## src/hw/rtl/lus_pkg.sv

```systemverilog
`default_nettype none

package lus_pkg;

	typedef enum logic [1:0] {
		PH_IDLE  = 2'd0,
		PH_COUNT = 2'd1,
		PH_ITEMS = 2'd2,
		PH_DONE  = 2'd3
	} phase_t;

	// event codes
	localparam logic [2:0] FN_START   = 3'd0;
	localparam logic [2:0] FN_READ    = 3'd1;
	localparam logic [2:0] FN_ACK     = 3'd2;
	localparam logic [2:0] FN_TIMEOUT = 3'd3;
	localparam logic [2:0] FN_CANCEL  = 3'd4;

	// message kinds
	localparam logic [1:0] SK_NONE   = 2'd0;
	localparam logic [1:0] SK_COUNT  = 2'd1;
	localparam logic [1:0] SK_ITEM   = 2'd2;
	localparam logic [1:0] SK_CANCEL = 2'd3;

	// timer commands
	localparam logic [1:0] TM_NONE    = 2'd0;
	localparam logic [1:0] TM_START   = 2'd1;
	localparam logic [1:0] TM_REFRESH = 2'd2;
	localparam logic [1:0] TM_STOP    = 2'd3;

	// exchange status
	localparam logic [2:0] ST_SUCCESS   = 3'd0;
	localparam logic [2:0] ST_CONN_ERR  = 3'd1;
	localparam logic [2:0] ST_CANCELLED = 3'd2;
	localparam logic [2:0] ST_TIMEOUT   = 3'd3;
	localparam logic [2:0] ST_PROTO_ERR = 3'd4;

	localparam logic [7:0] ACK_LAST_KNOWN = 8'd13;
	localparam logic [3:0] ACK_UNKNOWN    = 4'd14;
	localparam logic [3:0] SENDS_MAX      = 4'd15;

	// configuration register indexes
	localparam logic [7:0] CFG_ITEM_COUNT  = 8'd0;
	localparam logic [7:0] CFG_RETRY_LIMIT = 8'd1;

	typedef struct packed {
		logic [2:0]  func;
		logic [15:0] req_seq;
		logic [7:0]  ack_type;
		logic        link_accept;
	} in_item_t;

	typedef struct packed {
		logic [1:0]  send_kind;
		logic [15:0] send_value;
		logic [1:0]  timer_cmd;
		logic        done_res;
		logic [2:0]  status;
		logic [3:0]  ack_code;
	} out_item_t;

	typedef struct packed {
		phase_t      phase;
		logic [15:0] next_item;
		logic [3:0]  sends_done;
		logic [3:0]  last_ack;
	} seq_state_t;

	typedef struct packed {
		logic [15:0] item_count;
		logic [3:0]  retry_limit;
	} seq_cfg_t;

endpackage

`default_nettype wire

```

## src/hw/rtl/lus_step.sv

```systemverilog
`default_nettype none

module lus_step (
	input  lus_pkg::seq_state_t cur,
	input  lus_pkg::seq_cfg_t   cfg,
	input  lus_pkg::in_item_t   item,
	output lus_pkg::seq_state_t nxt,
	output lus_pkg::out_item_t  res
);
	import lus_pkg::*;

	always_comb begin
		logic        active;
		logic [3:0]  sd;
		logic [15:0] ni;
		active = (cur.phase == PH_COUNT) || (cur.phase == PH_ITEMS);
		sd     = cur.sends_done;
		ni     = cur.next_item;
		nxt    = cur;
		res    = '0;

		case (item.func)
			FN_START: begin
				nxt.last_ack   = ACK_UNKNOWN;
				nxt.phase      = PH_COUNT;
				nxt.next_item  = '0;
				res.send_kind  = SK_COUNT;
				res.send_value = cfg.item_count;
				if (!item.link_accept) begin
					res.timer_cmd  = TM_STOP;
					res.done_res   = 1'b1;
					res.status     = ST_CONN_ERR;
					nxt.phase      = PH_DONE;
					nxt.sends_done = '0;
				end else begin
					res.timer_cmd  = TM_START;
					nxt.sends_done = 4'd1;
				end
			end
			FN_READ: begin
				if (active) begin
					nxt.phase = PH_ITEMS;
					if (item.req_seq > cur.next_item) begin
						// ahead of expected: drop
					end else if (item.req_seq < cur.next_item &&
							cur.sends_done >= cfg.retry_limit) begin
						res.timer_cmd = TM_STOP;
						res.done_res  = 1'b1;
						res.status    = ST_TIMEOUT;
						nxt.phase     = PH_DONE;
					end else begin
						if (item.req_seq == cur.next_item)
							sd = '0;
						res.timer_cmd = TM_REFRESH;
						ni = item.req_seq;
						if (item.req_seq < cfg.item_count) begin
							res.send_kind  = SK_ITEM;
							res.send_value = item.req_seq;
							ni = item.req_seq + 16'd1;
							if (!item.link_accept) begin
								res.timer_cmd = TM_STOP;
								res.done_res  = 1'b1;
								res.status    = ST_CONN_ERR;
								nxt.phase     = PH_DONE;
							end else if (sd != SENDS_MAX) begin
								sd = sd + 4'd1;
							end
						end
						nxt.sends_done = sd;
						nxt.next_item  = ni;
					end
				end
			end
			FN_ACK: begin
				if (active) begin
					res.timer_cmd = TM_STOP;
					nxt.last_ack  = (item.ack_type <= ACK_LAST_KNOWN) ?
						item.ack_type[3:0] : ACK_UNKNOWN;
					res.done_res  = 1'b1;
					res.status    = (cur.next_item == cfg.item_count) ?
						ST_SUCCESS : ST_PROTO_ERR;
					nxt.phase     = PH_DONE;
				end
			end
			FN_TIMEOUT: begin
				if (active) begin
					if (cur.sends_done >= cfg.retry_limit || cur.phase == PH_ITEMS) begin
						// timer already expired: no command
						res.done_res = 1'b1;
						res.status   = ST_TIMEOUT;
						nxt.phase    = PH_DONE;
					end else begin
						res.send_kind  = SK_COUNT;
						res.send_value = cfg.item_count;
						if (!item.link_accept) begin
							res.timer_cmd = TM_STOP;
							res.done_res  = 1'b1;
							res.status    = ST_CONN_ERR;
							nxt.phase     = PH_DONE;
						end else begin
							res.timer_cmd = TM_START;
							if (sd != SENDS_MAX)
								nxt.sends_done = sd + 4'd1;
						end
					end
				end
			end
			FN_CANCEL: begin
				if (active) begin
					res.timer_cmd = TM_STOP;
					res.send_kind = SK_CANCEL;
					res.done_res  = 1'b1;
					res.status    = item.link_accept ? ST_CANCELLED : ST_CONN_ERR;
					nxt.phase     = PH_DONE;
				end
			end
			default: begin
				// unused event codes: ignore
			end
		endcase

		res.ack_code = nxt.last_ack;
	end

endmodule

`default_nettype wire

```

## src/hw/rtl/list_upload_sequencer_top.sv

```systemverilog
`default_nettype none

// Channel   Direction  Handshake          Payload
// in        to block   in_valid/in_stall  in_data   (func, req_seq, ack_type, link_accept)
// out       from block out_valid/out_stall out_data (send_kind .. ack_code)
// cfg       to block   cfg_valid/cfg_ready cfg_index, cfg_data
//
// One result per event, through an input register and then the decision logic
// into the result register. One event per cycle sustained while out is not
// stalled; the sequencer state advances when an event enters the result register.
// Reset clears the state to idle, item_count 0, retry_limit 4, last ack unknown.
// A stall on out backs up into in_stall only when both registers are full.

module list_upload_sequencer_top (
	input  wire                 clk,
	input  wire                 arst_n,
	input  wire                 in_valid,
	output logic                in_stall,
	input  lus_pkg::in_item_t   in_data,
	output logic                out_valid,
	input  wire                 out_stall,
	output lus_pkg::out_item_t  out_data,
	input  wire                 cfg_valid,
	output logic                cfg_ready,
	input  wire  [7:0]          cfg_index,
	input  wire  [15:0]         cfg_data
);
	import lus_pkg::*;

	seq_cfg_t   cfg_q;
	seq_state_t state_q;
	seq_state_t state_nxt;
	in_item_t   item_s1;
	logic       valid_s1;
	out_item_t  res_nxt;
	logic       s2_free;
	logic       adv;

	assign cfg_ready = 1'b1;
	assign s2_free   = !out_valid || !out_stall;
	assign adv       = valid_s1 && s2_free;
	assign in_stall  = valid_s1 && !s2_free;

	always_ff @(posedge clk or negedge arst_n) begin
		if (!arst_n) begin
			cfg_q.item_count  <= '0;
			cfg_q.retry_limit <= 4'd4;
		end else if (cfg_valid) begin
			if (cfg_index == CFG_ITEM_COUNT)
				cfg_q.item_count <= cfg_data;
			else if (cfg_index == CFG_RETRY_LIMIT)
				cfg_q.retry_limit <= cfg_data[3:0];
		end
	end

	// input register
	always_ff @(posedge clk or negedge arst_n) begin
		if (!arst_n)
			valid_s1 <= 1'b0;
		else if (!in_stall)
			valid_s1 <= in_valid;
	end

	always_ff @(posedge clk) begin
		if (in_valid && !in_stall)
			item_s1 <= in_data;
	end

	lus_step u_step (
		.cur  (state_q),
		.cfg  (cfg_q),
		.item (item_s1),
		.nxt  (state_nxt),
		.res  (res_nxt)
	);

	// sequencer state advances with each transaction into the result register
	always_ff @(posedge clk or negedge arst_n) begin
		if (!arst_n) begin
			state_q.phase      <= PH_IDLE;
			state_q.next_item  <= '0;
			state_q.sends_done <= '0;
			state_q.last_ack   <= ACK_UNKNOWN;
		end else if (adv) begin
			state_q <= state_nxt;
		end
	end

	// result register
	always_ff @(posedge clk or negedge arst_n) begin
		if (!arst_n)
			out_valid <= 1'b0;
		else if (s2_free)
			out_valid <= valid_s1;
	end

	always_ff @(posedge clk) begin
		if (adv)
			out_data <= res_nxt;
	end

	a_stall_needs_item: assert property (@(posedge clk) disable iff (!arst_n)
		in_stall |-> (valid_s1 && out_valid && out_stall))
		else $error("input stalled without a held item");

	a_done_enters_finished: assert property (@(posedge clk) disable iff (!arst_n)
		(adv && res_nxt.done_res) |=> (state_q.phase == PH_DONE))
		else $error("exchange ended but phase not finished");

	a_status_only_when_done: assert property (@(posedge clk) disable iff (!arst_n)
		(out_valid && !out_data.done_res) |-> (out_data.status == ST_SUCCESS))
		else $error("status set on a result that does not end the exchange");

	a_ack_matches_state: assert property (@(posedge clk) disable iff (!arst_n)
		adv |=> (out_data.ack_code == state_q.last_ack))
		else $error("result ack code differs from latched ack");

endmodule

`default_nettype wire
```

## config.mk

```make
export PLATFORM = sky130hd
export DESIGN_NAME = list_upload_sequencer_top
export DESIGN_NICKNAME = d
export VERILOG_FILES = /design/src/hw/rtl/lus_pkg.sv /design/src/hw/rtl/lus_step.sv /design/src/hw/rtl/list_upload_sequencer_top.sv
export SDC_FILE = /design/constraint.sdc
export NUM_CORES = 1
export LEC_CHECK = 0
export ABC_AREA = 0
export BUFFER_PORTS_ARGS = -buffer_cell sky130_fd_sc_hd__buf_2
export CAP_MARGIN = 5
export CORE_ASPECT_RATIO = 1.75
export CORE_MARGIN = 10
export CORE_UTILIZATION = 63
export DETAILED_ROUTE_END_ITERATION = 12
export PLACE_DENSITY_LB_ADDON = 0.25
export SLEW_MARGIN = 20
export SYNTH_ARGS = -nofsm -noshare
export SYNTH_HDL_FRONTEND = slang
export SYNTH_HIERARCHICAL = 1
export SYNTH_SLANG_ARGS = --single-unit
```

## constraint.sdc

```tcl
create_clock -name clk -period 5.1 [get_ports clk]
set_clock_uncertainty 0.15 [all_clocks]
set_input_delay 0.51 -clock clk [delete_from_list [all_inputs] [get_ports clk]]
set_output_delay 0.51 -clock clk [all_outputs]
set_load 0.05 [all_outputs]
```

# Yosys cells after proc, flatten, opt, wreduce, memory -nomap -nowiden
# Cells that the tools add are included.
# W data, S select, Z words.
# word_totals
register_bits,104
inputBits,57
output_inout_bits,31
word_cells,118
# op_classes
add_sub_neg,3
order_cmp,5
eq_ne,20
muxes,49
bitwise_logic,1
reduce_logical,22
# ops
operator,n
$mux W24,3
$mux W4,16
$pmux W16 S3,1
$mux W22,2
$eq A16 B16 Y1,2
$lt A16 B16 Y1,2
$pmux W16 S2,1
$pmux W6 S5,1
$mux W23,1
$mux W20,1
$mux W19,1
$mux W18,1
$mux W2,9
$mux W6,3
$add A16 B1 Y16 const B,1
$gt A16 B16 Y1,1
$mux W16,1
$pmux W2 S4,2
$pmux W4 S3,1
$reduce_and A9 Y1,1
$add A4 B1 Y4 const B,2
$eq A8 B1 Y1 const B,1
$le A8 B4 Y1 const B,1
$logic_not A8 Y1,1
other kinds (27),44

# Logic depth before layout (Yosys ltp)
# logic_depth
word_depth,14
depth_mapped,16
ltp_nobuf,15

# Cells and area by module
# The synthesis kept the hierarchy.
# by_module_without_submodules
module,instances,cells_per_inst,area_each_um2,seq_area_each_um2
list_upload_sequencer_top,1,167,3534.6,2887.8
lus_step,1,380,2731.4,0.0

# Worst setup path before layout
# No wires, ideal clock.
# synth_path
kind,flip-flop to flip-flop
from,register item_s1[22] (netlist name)
to,register state_q[7] (netlist name)
setup_ns,0.125
t_arrival_ns,3.210
required_ns,4.825
setup_slack_ns,1.615
stages_incl_launch_ff,16
n_path_buf,1
period_less_slack_ns,3.485
cell_sequence,edfxtp_1 ha_1 nand4_1 or3_1 or2_0 clkbuf_2 nand2_1 inv_1 ha_1 nand3b_1 o21ai_0 nand2_1 o311a_1 a2111oi_2 o21ai_1 mux2_2
# synth_rtl
element,line,source
start: declaration,list_upload_sequencer_top.sv:33,in_item_t item_s1;
start signal: assignment,list_upload_sequencer_top.sv:66,item_s1 <= in_data;
end signal: assignment,list_upload_sequencer_top.sv:85,state_q <= state_nxt;
end: declaration,list_upload_sequencer_top.sv:31,seq_state_t state_q;

==> flow_metrics.tcl <==
set metrics [dict create \
    run_status "completed" \
    cellInternalPower_mw 1.57 \
    nets 720 \
    syn-cell-area_um2 6270 \
    crit_arrival_ns 4.03 \
    mostFrequentLayoutCells "86 x buf_2, 56 x edfxtp_1, 46 x mux2_2, 44 x dfrtp_1, 42 x inv_1" \
    drtIter0Drc 325 \
    syn_avg_cell_area_um2 11.5 \
    grt_max_degree 49 \
    min_period_ns 3.94 \
    dieArea_um2 14500 \
    cp-start-kind "flip-flop" \
    post_dp_cell_area_um2 6730 \
    path_class "flip-flop to flip-flop" \
    place.gp.congestion 0.980 \
    cts_tree "done" \
    die_x_um 95.4 \
    synthDistinctLibCells 77 \
    grt_pass1_wl_mm 25.5 \
    clock_power_share 0.280 \
    cts_made_buffers 9 \
    worstSkewPairLatency_ns 0.35 \
    ant_nets 0 \
    dp_hpwl_mm 11.7 \
    die_h_um 152 \
    tns_ns 0 \
    crit_family "simple AND/OR/NAND/NOR gates" \
    worst_path_most_repeated_cell "ha_1" \
    dr.pass1.iters 5 \
    cap_violations 0 \
    path_buf_inv 0 \
    ys_ff_latch 104 \
    row_count 48 \
    ctsResizeCount 0 \
    swShare 0.343 \
    cts.sinks 104 \
    crit_path_max_incr_delay_ns 0.75 \
    port_buffers 86 \
    clkTransAtPathRegs_ns 0.07 \
    combPwrFrac 0.275 \
    ios 88 \
    wire_per_inst_um 21.3 \
    hold_class "input pin to async pin" \
    drc 0 \
    via_per_inst 6.35 \
    synthArstFlopShare 0.462 \
    core-area_um2 9790 \
    worst_ep_required_time_ns 5.19 \
    drive_gt1_frac 0.290 \
    layout_commonest_cell "buf_2" \
    worstPathMaxFanout 7 \
    cpMaxStageDelayCell "nor4_1" \
    clock-root-buffer "clkbuf_16" \
    syn2layout_area_growth_pct 12.1 \
    p_leak_nw 2.88 \
    critical_path.cell_chain "ha_1, nand4_1, nor4_1, and2b_1, ha_1, nand3b_1, o21ai_0, nand2_1, o311a_1, a2111oi_2, o21ai_1, mux2_2" \
    vias 4773 \
    antenna_cells 0 \
    hold_violations 0 \
    cts_buffer_depth 2 \
    cp-end-kind "flip-flop" \
    design_area_um2 7020 \
    pwr_density_cell_nw_per_um2 340 \
    cts_max_level 3 \
    fmax_mhz 254 \
    start_util 0.640 \
    grt_overflow 0 \
    yosysSeqAreaShare 0.461 \
    synth_edf_count 56 \
    yosys_warnings 6 \
    yosys_most_used_dff "edfxtp_1" \
    slew_headroom 0.378 \
    routed_wirelength_mm 16.0 \
    track_usage 0.224 \
    finalSetupViolations 0 \
    slew_violations 0 \
    synth_nets 645 \
    peakVddDrop_v 0.000236 \
    grt_pass1_vias 5079 \
    worst_pin_slew_ns 0.930 \
    antenna_found_initial 0 \
    rsz0062_at_grt "no" \
    postCtsSetupBuffers 0 \
    syn_inst 547 \
    seqPwrFrac 0.445 \
    post-route-period-util 0.773 \
    cts_hold_buf 0 \
    switching_power_uw 818 \
]
==> routing by layer <==
metal | up-vias | part of all wire | GRT usage
met5 | - | 0 | 0
met4 | 0 | 0.044 | 0.114
met3 | 57 | 0.053 | 0.0498
met2 | 213 | 0.57 | 0.416
met1 | 2326 | 0.34 | 0.217
li1 | 2177 | - | -
==> power by group through the flow <==
stage,Combinational (mW),Clock [mW],Sequential [mW]
floorplan,0.421,0,1.13
detailed placement,0.644,0,1.08
global placement,0.621,0,1.07
CTS,0.648,0.682,1.06
global route,0.712,0.710,1.08
finish,0.656,0.668,1.06
==> final cells by class <==
class	count	area, um^2
Clock buffer	9	225
Multi-Input combinational cell	374	3060
Tap cell	125	156
Sequential cell	104	2890
Fill cell	703	2770
Timing Repair Buffer	90	460
Clock inverter	7	65.1
Inverter	43	164
==> worst paths after layout <==
path,startpoint,end,slack (ns),cells past startpoint
max in group asynchronous,arst_n,state_q[0],4.21,2
min,arst_n,state_q[6],0.11,2
max,item_s1[21],state_q[7],1.16,12
min in group clk,in_data[8],item_s1[8],0.17,1
max reg2reg,item_s1[21],state_q[7],1.16,12
min reg2reg,cfg_q[3],cfg_q[3],0.36,1
==> sequential cells by signal (all words and copies together), names as in the netlist <==
signal / flops
item_s1: 28
out_data: 28
state_q: 26
cfg_q: 20
out_valid: 1
valid_s1: 1
==> metrics by stage <==
stage	power, mW	instances	utilization	hold slack (ns)	setup slack, ns
global route	2.50	752	0.717	0.156	0.894
detailed placement	1.72	736	0.688	0.348	1.26
global placement	1.69	736	0.688	0.315	1.37
finish	2.39	752	0.717	0.114	1.16
CTS	2.39	752	0.717	0.147	1.21
floorplan	1.55	547	-	0.0644	1.62
==> kinds of logic (layout without fill, tap and decap cells) <==
family,count (synthesis),after routing,share of synthesized area
and+or+nand+nor,148,148,0.141
adders and majority gates,41,41,0.0819
AOI/OAI and AO/OA,104,104,0.131
muxes,50,50,0.0911
other,1,1,0.000598
DFF,104,104,0.461
buffers and inverters,69,149,0.0521
xor gates and xnor gates,30,30,0.0419
==> worst register-to-register path: stages (launching register included) <==
cell,delay [ns]
edfxtp_1,0.52
ha_1,0.34
nand4_1,0.19
nor4_1,0.75
and2b_1,0.27
ha_1,0.23
nand3b_1,0.17
o21ai_0,0.09
nand2_1,0.08
o311a_1,0.32
a2111oi_2,0.34
o21ai_1,0.11
mux2_2,0.26
==> cells in the mapped netlist, drive strengths merged (3+ instances only) <==
cell type | instances | area share
and2 | 4 | 0.0040
buf | 16 | 0.020
dfstp | 4 | 0.017
xnor2 | 26 | 0.036
o2bb2ai | 5 | 0.0070
nor2 | 22 | 0.016
o211ai | 7 | 0.0084
mux2i | 4 | 0.0084
clkbuf | 10 | 0.0062
nor2b | 7 | 0.0074
inv | 43 | 0.026
mux2 | 46 | 0.083
dfrtp | 44 | 0.18
nand3 | 14 | 0.014
or2 | 5 | 0.0050
edfxtp | 56 | 0.27
a22o | 27 | 0.038
or3 | 9 | 0.0098
ha | 41 | 0.082
a21boi | 3 | 0.0036
nand4 | 19 | 0.019
and3 | 8 | 0.0088
nor4 | 4 | 0.0064
xor2 | 4 | 0.0056
o21ai | 15 | 0.012
a2111oi | 3 | 0.0092
o22ai | 3 | 0.0030
a21oi | 14 | 0.011
nand2 | 31 | 0.019
a31oi | 5 | 0.0074
nand2b | 5 | 0.0062
nor3 | 6 | 0.0066
No activity file was read; power rests on OpenSTA's default activity.
